<file path="src/rtl/mcg_pkg.sv">
`default_nettype none
// ----------------------------------------------------------------------------
// mcg_pkg - shared definitions for the metronome click generator
// Register indexes, field widths and the constant meter table (beats per bar
// and accent code of each beat).
// ----------------------------------------------------------------------------
package mcg_pkg;

  localparam int PERIOD_WIDTH    = 22;
  localparam int METER_WIDTH     = 4;
  localparam int BEAT_WIDTH      = 3;
  localparam int CFG_INDEX_WIDTH = 4;
  localparam int SAMPLE_WIDTH    = 16;

  localparam logic [CFG_INDEX_WIDTH-1:0] REG_BEAT_PERIOD = 4'd0;
  localparam logic [CFG_INDEX_WIDTH-1:0] REG_METER_INDEX = 4'd1;

  localparam logic [PERIOD_WIDTH-1:0] PERIOD_RESET = 22'd44100;
  localparam logic [METER_WIDTH-1:0]  METER_RESET  = 4'd0;

  // Positions within the beat where the target changes
  localparam int FLIP_COUNT  = 10;
  localparam int RISE_COUNT  = 25;
  localparam int DECAY_COUNT = 35;

  typedef enum logic [1:0] {
    ACC_ZERO  = 2'd0,
    ACC_FULL  = 2'd1,
    ACC_HALF  = 2'd2,
    ACC_SIXTY = 2'd3
  } accent_t;

  // Beats per bar; unused meter codes act as a single-beat bar
  function automatic logic [BEAT_WIDTH-1:0] meter_beats(input logic [METER_WIDTH-1:0] meter);
    logic [BEAT_WIDTH-1:0] n;
    case (meter)
      4'd0:    n = 3'd1;
      4'd1:    n = 3'd2;
      4'd2:    n = 3'd3;
      4'd3:    n = 3'd4;
      4'd4:    n = 3'd2;
      4'd5:    n = 3'd3;
      4'd6:    n = 3'd4;
      4'd7:    n = 3'd6;
      4'd8:    n = 3'd2;
      4'd9:    n = 3'd3;
      4'd10:   n = 3'd4;
      4'd11:   n = 3'd6;
      default: n = 3'd1;
    endcase
    return n;
  endfunction

  // Accent of a beat: first beat full, then the row's pattern, zero past the bar
  function automatic accent_t meter_accent(input logic [METER_WIDTH-1:0] meter,
                                           input logic [BEAT_WIDTH-1:0]  beat);
    accent_t a;
    a = ACC_ZERO;
    if (beat == 3'd0) begin
      a = ACC_FULL;
    end else if (beat < meter_beats(meter)) begin
      case (meter)
        4'd3, 4'd6, 4'd10: a = (beat == 3'd2) ? ACC_SIXTY : ACC_HALF;
        4'd7, 4'd11:       a = (beat == 3'd3) ? ACC_SIXTY : ACC_HALF;
        default:           a = ACC_HALF;
      endcase
    end
    return a;
  endfunction

endpackage
`default_nettype wire

</file>
<file path="src/rtl/mcg_div3.sv">
`default_nettype none
// ----------------------------------------------------------------------------
// mcg_div3 - unsigned divide by three
// Reciprocal multiply followed by a single correction step.
// ----------------------------------------------------------------------------
module mcg_div3 #(
  parameter int WIDTH = 17
) (
  input  wire logic [WIDTH-1:0] dividend,
  output logic      [WIDTH-1:0] quotient
);

  // floor(2^WIDTH / 3): estimate is exact or one short
  localparam logic [WIDTH-1:0] RECIP = WIDTH'((64'(1) << WIDTH) / 3);

  logic [2*WIDTH-1:0] product;
  logic [WIDTH-1:0]   estimate;
  logic [WIDTH+1:0]   triple;
  logic [WIDTH+1:0]   remainder;

  always_comb begin
    product   = (2*WIDTH)'(dividend) * (2*WIDTH)'(RECIP);
    estimate  = product[2*WIDTH-1:WIDTH];
    triple    = ((WIDTH+2)'(estimate) << 1) + (WIDTH+2)'(estimate);
    remainder = (WIDTH+2)'(dividend) - triple;
    quotient  = (remainder >= (WIDTH+2)'(3)) ? estimate + WIDTH'(1) : estimate;
  end

endmodule
`default_nettype wire

</file>
<file path="src/rtl/metronome_click_generator_top.sv">
`default_nettype none
// ----------------------------------------------------------------------------
// metronome_click_generator_top - metronome click synthesiser
// One click sample per input tick, accents from a constant meter table.
// ----------------------------------------------------------------------------
// Each beat accepted on the slave stream is one audio sample tick; the block
// answers with exactly one beat on the master stream carrying a signed click
// sample and the number of the beat whose accent is sounding. One tick is
// taken every clock cycle and its result appears in the output register on
// the next cycle; the rate is set by the sample recurrence (counter, target
// and the three-tap averaging filter) closing combinationally. The output
// register frees as it is drained, so a held result blocks new ticks only
// while m_tready stays low. Write beat_period (samples per beat, sixty times
// the sample rate over the tempo) and meter_index (bar shape) while the
// stream is idle. Setting restart on a tick clears the counter, beat number
// and filter before that tick is worked.
// ----------------------------------------------------------------------------
module metronome_click_generator_top
  import mcg_pkg::*;
#(
  parameter int COUNT_WIDTH = 22,
  parameter int AMP_WIDTH   = 16
) (
  input  wire logic                       clk,
  input  wire logic                       rst,
  // configuration write channel
  input  wire logic                       cfg_valid,
  output logic                            cfg_ready,
  input  wire logic [CFG_INDEX_WIDTH-1:0] cfg_index,
  input  wire logic [PERIOD_WIDTH-1:0]    cfg_data,
  // tick input
  input  wire logic                       s_tvalid,
  output logic                            s_tready,
  input  wire logic [7:0]                 s_tdata,  // [0] restart, [7:1] zero
  // click output
  output logic                            m_tvalid,
  input  wire logic                       m_tready,
  output logic [23:0]                     m_tdata   // [15:0] sample, [18:16] beat_number
);

  // Accent levels follow the amplitude width
  localparam int SUM_WIDTH = AMP_WIDTH + 2;
  localparam int MAG_WIDTH = AMP_WIDTH + 1;
  localparam logic signed [AMP_WIDTH-1:0] AMP_FULL =
    AMP_WIDTH'((64'(1) << (AMP_WIDTH - 1)) - 1);
  localparam logic signed [AMP_WIDTH-1:0] AMP_HALF =
    AMP_WIDTH'(((64'(1) << (AMP_WIDTH - 1)) - 1) >> 1);
  localparam logic signed [AMP_WIDTH-1:0] AMP_SIXTY =
    AMP_WIDTH'((((64'(1) << (AMP_WIDTH - 1)) - 1) * 3) / 5);

  // Configuration registers
  logic [PERIOD_WIDTH-1:0] beat_period;
  logic [METER_WIDTH-1:0]  meter_index;

  // Run state
  logic [COUNT_WIDTH-1:0]       sample_count;
  logic [BEAT_WIDTH-1:0]        beat_index;
  logic signed [AMP_WIDTH-1:0]  target_level;
  logic signed [AMP_WIDTH-1:0]  current_out;
  logic signed [AMP_WIDTH-1:0]  previous_out;

  logic [COUNT_WIDTH-1:0]       sample_count_next;
  logic [BEAT_WIDTH-1:0]        beat_index_next;
  logic signed [AMP_WIDTH-1:0]  target_level_next;
  logic signed [AMP_WIDTH-1:0]  result;

  // Step datapath
  logic                         tick;
  logic                         restart;
  logic [COUNT_WIDTH-1:0]       count_in;
  logic [BEAT_WIDTH-1:0]        beat_in;
  logic signed [AMP_WIDTH-1:0]  target_in;
  logic signed [AMP_WIDTH-1:0]  cur_in;
  logic signed [AMP_WIDTH-1:0]  prev_in;
  logic signed [AMP_WIDTH-1:0]  accent;
  logic [COUNT_WIDTH-1:0]       count_work;
  logic signed [AMP_WIDTH-1:0]  target_work;
  logic [BEAT_WIDTH-1:0]        beat_step;
  logic signed [SUM_WIDTH-1:0]  sum;
  logic                         sum_neg;
  logic [SUM_WIDTH-1:0]         sum_abs;
  logic [MAG_WIDTH-1:0]         quot;
  logic signed [AMP_WIDTH+2:0]  times7;
  logic signed [AMP_WIDTH+2:0]  times7_adj;
  logic signed [31:0]           result_ext;

  assign cfg_ready = 1'b1;
  assign s_tready  = !m_tvalid || m_tready;
  assign tick      = s_tvalid && s_tready;
  assign restart   = s_tdata[0];

  always_ff @(posedge clk) begin
    if (rst) begin
      beat_period <= PERIOD_RESET;
      meter_index <= METER_RESET;
    end else if (cfg_valid && cfg_ready) begin
      case (cfg_index)
        REG_BEAT_PERIOD: beat_period <= cfg_data;
        REG_METER_INDEX: meter_index <= cfg_data[METER_WIDTH-1:0];
        default: ;
      endcase
    end
  end

  // Accent of the beat now sounding
  always_comb begin
    case (meter_accent(meter_index, beat_in))
      ACC_FULL:  accent = AMP_FULL;
      ACC_HALF:  accent = AMP_HALF;
      ACC_SIXTY: accent = AMP_SIXTY;
      default:   accent = '0;
    endcase
  end

  always_comb begin
    // Restart clears the run ahead of this tick
    count_in  = restart ? '0 : sample_count;
    beat_in   = restart ? '0 : beat_index;
    target_in = restart ? '0 : target_level;
    cur_in    = restart ? '0 : current_out;
    prev_in   = restart ? '0 : previous_out;

    beat_step = beat_in + BEAT_WIDTH'(1);
    if (beat_step >= meter_beats(meter_index)) begin
      beat_step = '0;
    end

    // Period match wins over the in-beat events
    count_work      = count_in;
    target_work     = target_in;
    beat_index_next = beat_in;
    if (32'(count_in) == 32'(beat_period)) begin
      count_work  = '0;
      target_work = accent;
    end else if (count_in == COUNT_WIDTH'(FLIP_COUNT)) begin
      target_work = -accent;
    end else if (count_in == COUNT_WIDTH'(RISE_COUNT)) begin
      target_work     = accent;
      beat_index_next = beat_step;
    end

    // Average of the two previous outputs and the target, toward zero
    sum     = SUM_WIDTH'(prev_in) + SUM_WIDTH'(cur_in) + SUM_WIDTH'(target_work);
    sum_neg = sum[SUM_WIDTH-1];
    sum_abs = sum_neg ? -sum : sum;
    result  = sum_neg ? -AMP_WIDTH'(quot) : AMP_WIDTH'(quot);

    // Decay the tail by seven eighths, toward zero
    times7     = ((AMP_WIDTH+3)'(target_work) <<< 3) - (AMP_WIDTH+3)'(target_work);
    times7_adj = times7[AMP_WIDTH+2] ? times7 + (AMP_WIDTH+3)'(7) : times7;
    target_level_next = (count_work > COUNT_WIDTH'(DECAY_COUNT)) ?
                        AMP_WIDTH'(times7_adj >>> 3) : target_work;

    sample_count_next = count_work + COUNT_WIDTH'(1);
    result_ext        = 32'(result);
  end

  mcg_div3 #(
    .WIDTH (MAG_WIDTH)
  ) u_div3 (
    .dividend (sum_abs[MAG_WIDTH-1:0]),
    .quotient (quot)
  );

  // Advance the run on every accepted tick
  always_ff @(posedge clk) begin
    if (rst) begin
      sample_count <= '0;
      beat_index   <= '0;
      target_level <= '0;
      current_out  <= '0;
      previous_out <= '0;
    end else if (tick) begin
      sample_count <= sample_count_next;
      beat_index   <= beat_index_next;
      target_level <= target_level_next;
      current_out  <= result;
      previous_out <= cur_in;
    end
  end

  // Output register: hold until drained
  always_ff @(posedge clk) begin
    if (rst) begin
      m_tvalid <= 1'b0;
    end else if (tick) begin
      m_tvalid <= 1'b1;
    end else if (m_tready) begin
      m_tvalid <= 1'b0;
    end
  end

  always_ff @(posedge clk) begin
    if (tick) begin
      m_tdata <= {5'd0, beat_in, result_ext[SAMPLE_WIDTH-1:0]};
    end
  end

`ifndef NO_ASSERTIONS
  a_beat_in_bar: assert property (@(posedge clk) disable iff (rst)
    beat_index <= 3'd5)
    else $error("beat index beyond longest bar");

  a_out_bounded: assert property (@(posedge clk) disable iff (rst)
    current_out <= AMP_FULL && current_out >= -AMP_FULL)
    else $error("click sample beyond full accent");

  a_tick_result: assert property (@(posedge clk) disable iff (rst)
    tick |=> m_tvalid)
    else $error("accepted tick produced no result");

  a_history_shift: assert property (@(posedge clk) disable iff (rst)
    tick && !restart |=> previous_out == $past(current_out))
    else $error("filter history not shifted");
`endif

endmodule
`default_nettype wire
</file>
<file path="config.mk">
export PLATFORM = sky130hd
export DESIGN_NAME = metronome_click_generator_top
export DESIGN_NICKNAME = d
export VERILOG_FILES = /design/src/rtl/mcg_pkg.sv /design/src/rtl/mcg_div3.sv /design/src/rtl/metronome_click_generator_top.sv
export SDC_FILE = /design/constraint.sdc
export NUM_CORES = 1
export LEC_CHECK = 0
export ABC_AREA = 1
export BUFFER_PORTS_ARGS = -buffer_cell sky130_fd_sc_hd__buf_2
export CAP_MARGIN = 40
export CORE_ASPECT_RATIO = 0.8
export CORE_MARGIN = 4
export CORE_UTILIZATION = 61
export CTS_CLUSTER_DIAMETER = 80
export DETAILED_ROUTE_END_ITERATION = 6
export GPL_ROUTABILITY_DRIVEN = 0
export PLACE_DENSITY = 0.89
export SLEW_MARGIN = 20
export SYNTH_ARGS = -nofsm -noshare
export SYNTH_HDL_FRONTEND = slang
export SYNTH_SLANG_ARGS = --single-unit
</file>
<file path="constraint.sdc">
create_clock -name clk -period 23 [get_ports clk]
set_clock_uncertainty 0.2 [all_clocks]
set_input_delay 3.45 -clock clk [delete_from_list [all_inputs] [get_ports clk]]
set_output_delay 3.45 -clock clk [all_outputs]
set_load 0.05 [all_outputs]
</file>
==> results.json <==
{
  "drv_slew": 0,
  "slowest_stage": "buf_2",
  "ys.flop_type": "dfxtp_1",
  "synth_top_family_by_area": "adder cells",
  "gr-usage-all-layers": 0.291,
  "grt_pass1_vias": 14718,
  "cts_tree": "built",
  "dp_cells": 2689,
  "synth_edf_count": 19,
  "utilization": 0.673,
  "yosys-mux-area-fraction": 0,
  "wl_met3_mm": 4.27,
  "grt_max_degree": 75,
  "fin_setup_tns_ns": 0,
  "postCtsHoldBufs": 0,
  "fp-row-count": 52,
  "status": "complete, no violations",
  "synth.distinct_cells": 65,
  "slowest_delay_ns": 0.57,
  "grt_pass1_wl_mm": 70.4,
  "ys_seq_area_frac": 0.163,
  "synth_compound_area_frac": 0.119,
  "core_area_sq_um": 25700,
  "htree_levels": 4,
  "cts_resized": 0,
  "die_width_um": 190,
  "yosys.area_share.simple": 0.249,
  "ctsRootBufferMaster": "clkbuf_16",
  "synthCells": 2328,
  "hold_path_class": "flip-flop to flip-flop",
  "met2_length_mm": 18.8,
  "nNetsFinal": 2692,
  "synthArstFlopShare": 0,
  "path_common_cell": "nand2_1",
  "wl_mm": 43.2,
  "period_share": 0.889,
  "via_per_inst": 5.70,
  "syn-cell-area_sq_um": 16200,
  "crit_type": "input pin to flip-flop",
  "arrival_ns": 20.42,
  "r2r_slack_ns": 5.98,
  "cp-end-kind": "flip-flop",
  "clock_sinks": 122,
  "hpwl_mm": 34.4,
  "drtIter0Drc": 1625,
  "final-hold-violation-count": 0,
  "start_util": 0.629,
  "worst_pin_slew_ns": 0.911,
  "fp.dieH_um": 154,
  "cp.required_ns": 22.97,
  "drive_above_1_share": 0.0797,
  "final_common_cell": "nand2_1",
  "antenna_left": 0,
  "wl_met1_mm": 18.9,
  "boundaryPins": 66,
  "diodes": 0,
  "area_growth_pct": 7.06,
  "synth-seq-cells": 122,
  "gr-total-overflow": 0,
  "io_buffers": 52,
  "slew_headroom": 0.393,
  "max_freq_ghz": 0.0489,
  "maxCapViolations": 0,
  "die_area_sq_um": 29200,
  "rsz0062_at_grt": "no",
  "antenna_found_initial": 0,
  "setup_slack_ns": 2.55,
  "first_pass_iters": 6,
  "critPathLaunchType": "input pin",
  "period_needed_ns": 20.45,
  "clk_pin_slew_ns": 0.05,
  "setup_viol": 0,
  "critPathMaxFanout": 43,
  "numCtsBuffers": 17,
  "vias": 15508,
  "cts_setup_buffers": 0,
  "dp_slack_ns": 2.27,
  "highest_layer": "met4",
  "wl_per_cell_um": 15.9,
  "synth_xor_area_frac": 0.0699,
  "clock_path_buffers": 2,
  "synth_fa_ha_area_frac": 0.271,
  "ys_warn_count": 0,
  "synth.avg_cell_area_sq_um": 6.94,
  "final_cells": 2723,
  "mostFrequentLayoutCells": "nand2_1, inv_1, nor2_1",
  "drc": 0,
  "clkLatencyLatePin_ns": 0.43
}
## through the flow
step | area (sq um) | hold slack, ns
after floorplan | 16200 | 0.230
after global placement | 16700 | 0.241
after detailed placement | 16700 | 0.246
after CTS | 17300 | 0.254
after global routing | 17300 | 0.292
final | 17300 | 0.254
## Yosys cell counts (all sizes together), types with 3 or more instances
cell type | number | area share
nand2 | 485 | 0.12
inv | 474 | 0.11
nor2 | 216 | 0.054
ha | 200 | 0.15
a21oi | 147 | 0.046
o21ai | 129 | 0.042
nand3 | 126 | 0.043
dfxtp | 103 | 0.13
xor2 | 96 | 0.052
fa | 94 | 0.12
nand4 | 36 | 0.015
clkbuf | 35 | 0.0081
xnor2 | 33 | 0.018
nor3 | 25 | 0.0084
buf | 21 | 0.0084
edfxtp | 19 | 0.035
o21bai | 11 | 0.0053
a31oi | 10 | 0.0039
a21o | 7 | 0.0033
nand3b | 7 | 0.0033
nor4 | 7 | 0.0027
o211ai | 6 | 0.0031
o31ai | 5 | 0.0023
a211oi | 4 | 0.0019
a21boi | 3 | 0.0016
o2111ai | 3 | 0.0016
o221ai | 3 | 0.0016
## final cells by class
cell class / instances / area (sq um)
multi-input cells: 1678 / 11500
fillers: 2020 / 8400
flip-flops and latches: 122 / 2630
inverters: 476 / 1790
clock buffers: 19 / 454
well taps: 351 / 439
repair buffers: 64 / 393
clock inverters: 13 / 105
## sequential cells by signal (all words and copies together) (netlist names), named ones only
name          count
m_tdata          19
beat_period      22
sample_count     22
beat_index        3
target_level     16
meter_index       4
current_out      16
previous_out     16
m_tvalid          1
## metal layers
layer  GRT usage  vias to the layer above
li1            -                     7444
met1       0.417                     7168
met2       0.446                      791
met3      0.0576                      105
met4      0.0888                        0
met5           0                        -
## worst paths after layout
kind / start / cells after the start / endpoint
worst max register to register: beat_index[0] / 80 / m_tdata[14]
worst min register to register: previous_out[9] / 2 / previous_out[9]
worst min-delay path: previous_out[9] / 2 / previous_out[9]
worst max-delay path: s_tdata[0] / 83 / m_tdata[14]
## cell families after synthesis
family / count (synthesis)
XOR/XNOR: 129
adder cells (fa/ha/maj): 294
AND/OR/NAND/NOR: 908
flip-flops: 122
AO/OA/AOI/OAI: 341
buffers and inverters: 532
other: 2
## worst max-delay path: cells and delay by family
kind,cells,cell delay (ns)
compound gates,13,2.43
xor+xnor,4,1.42
fa+ha+maj,16,6.32
buf+inv,14,2.34
simple gates,36,4.44
Power is left out: the tool's default activity adds up to more than one toggle a clock period on the data nets, which glitch-free logic cannot reach.
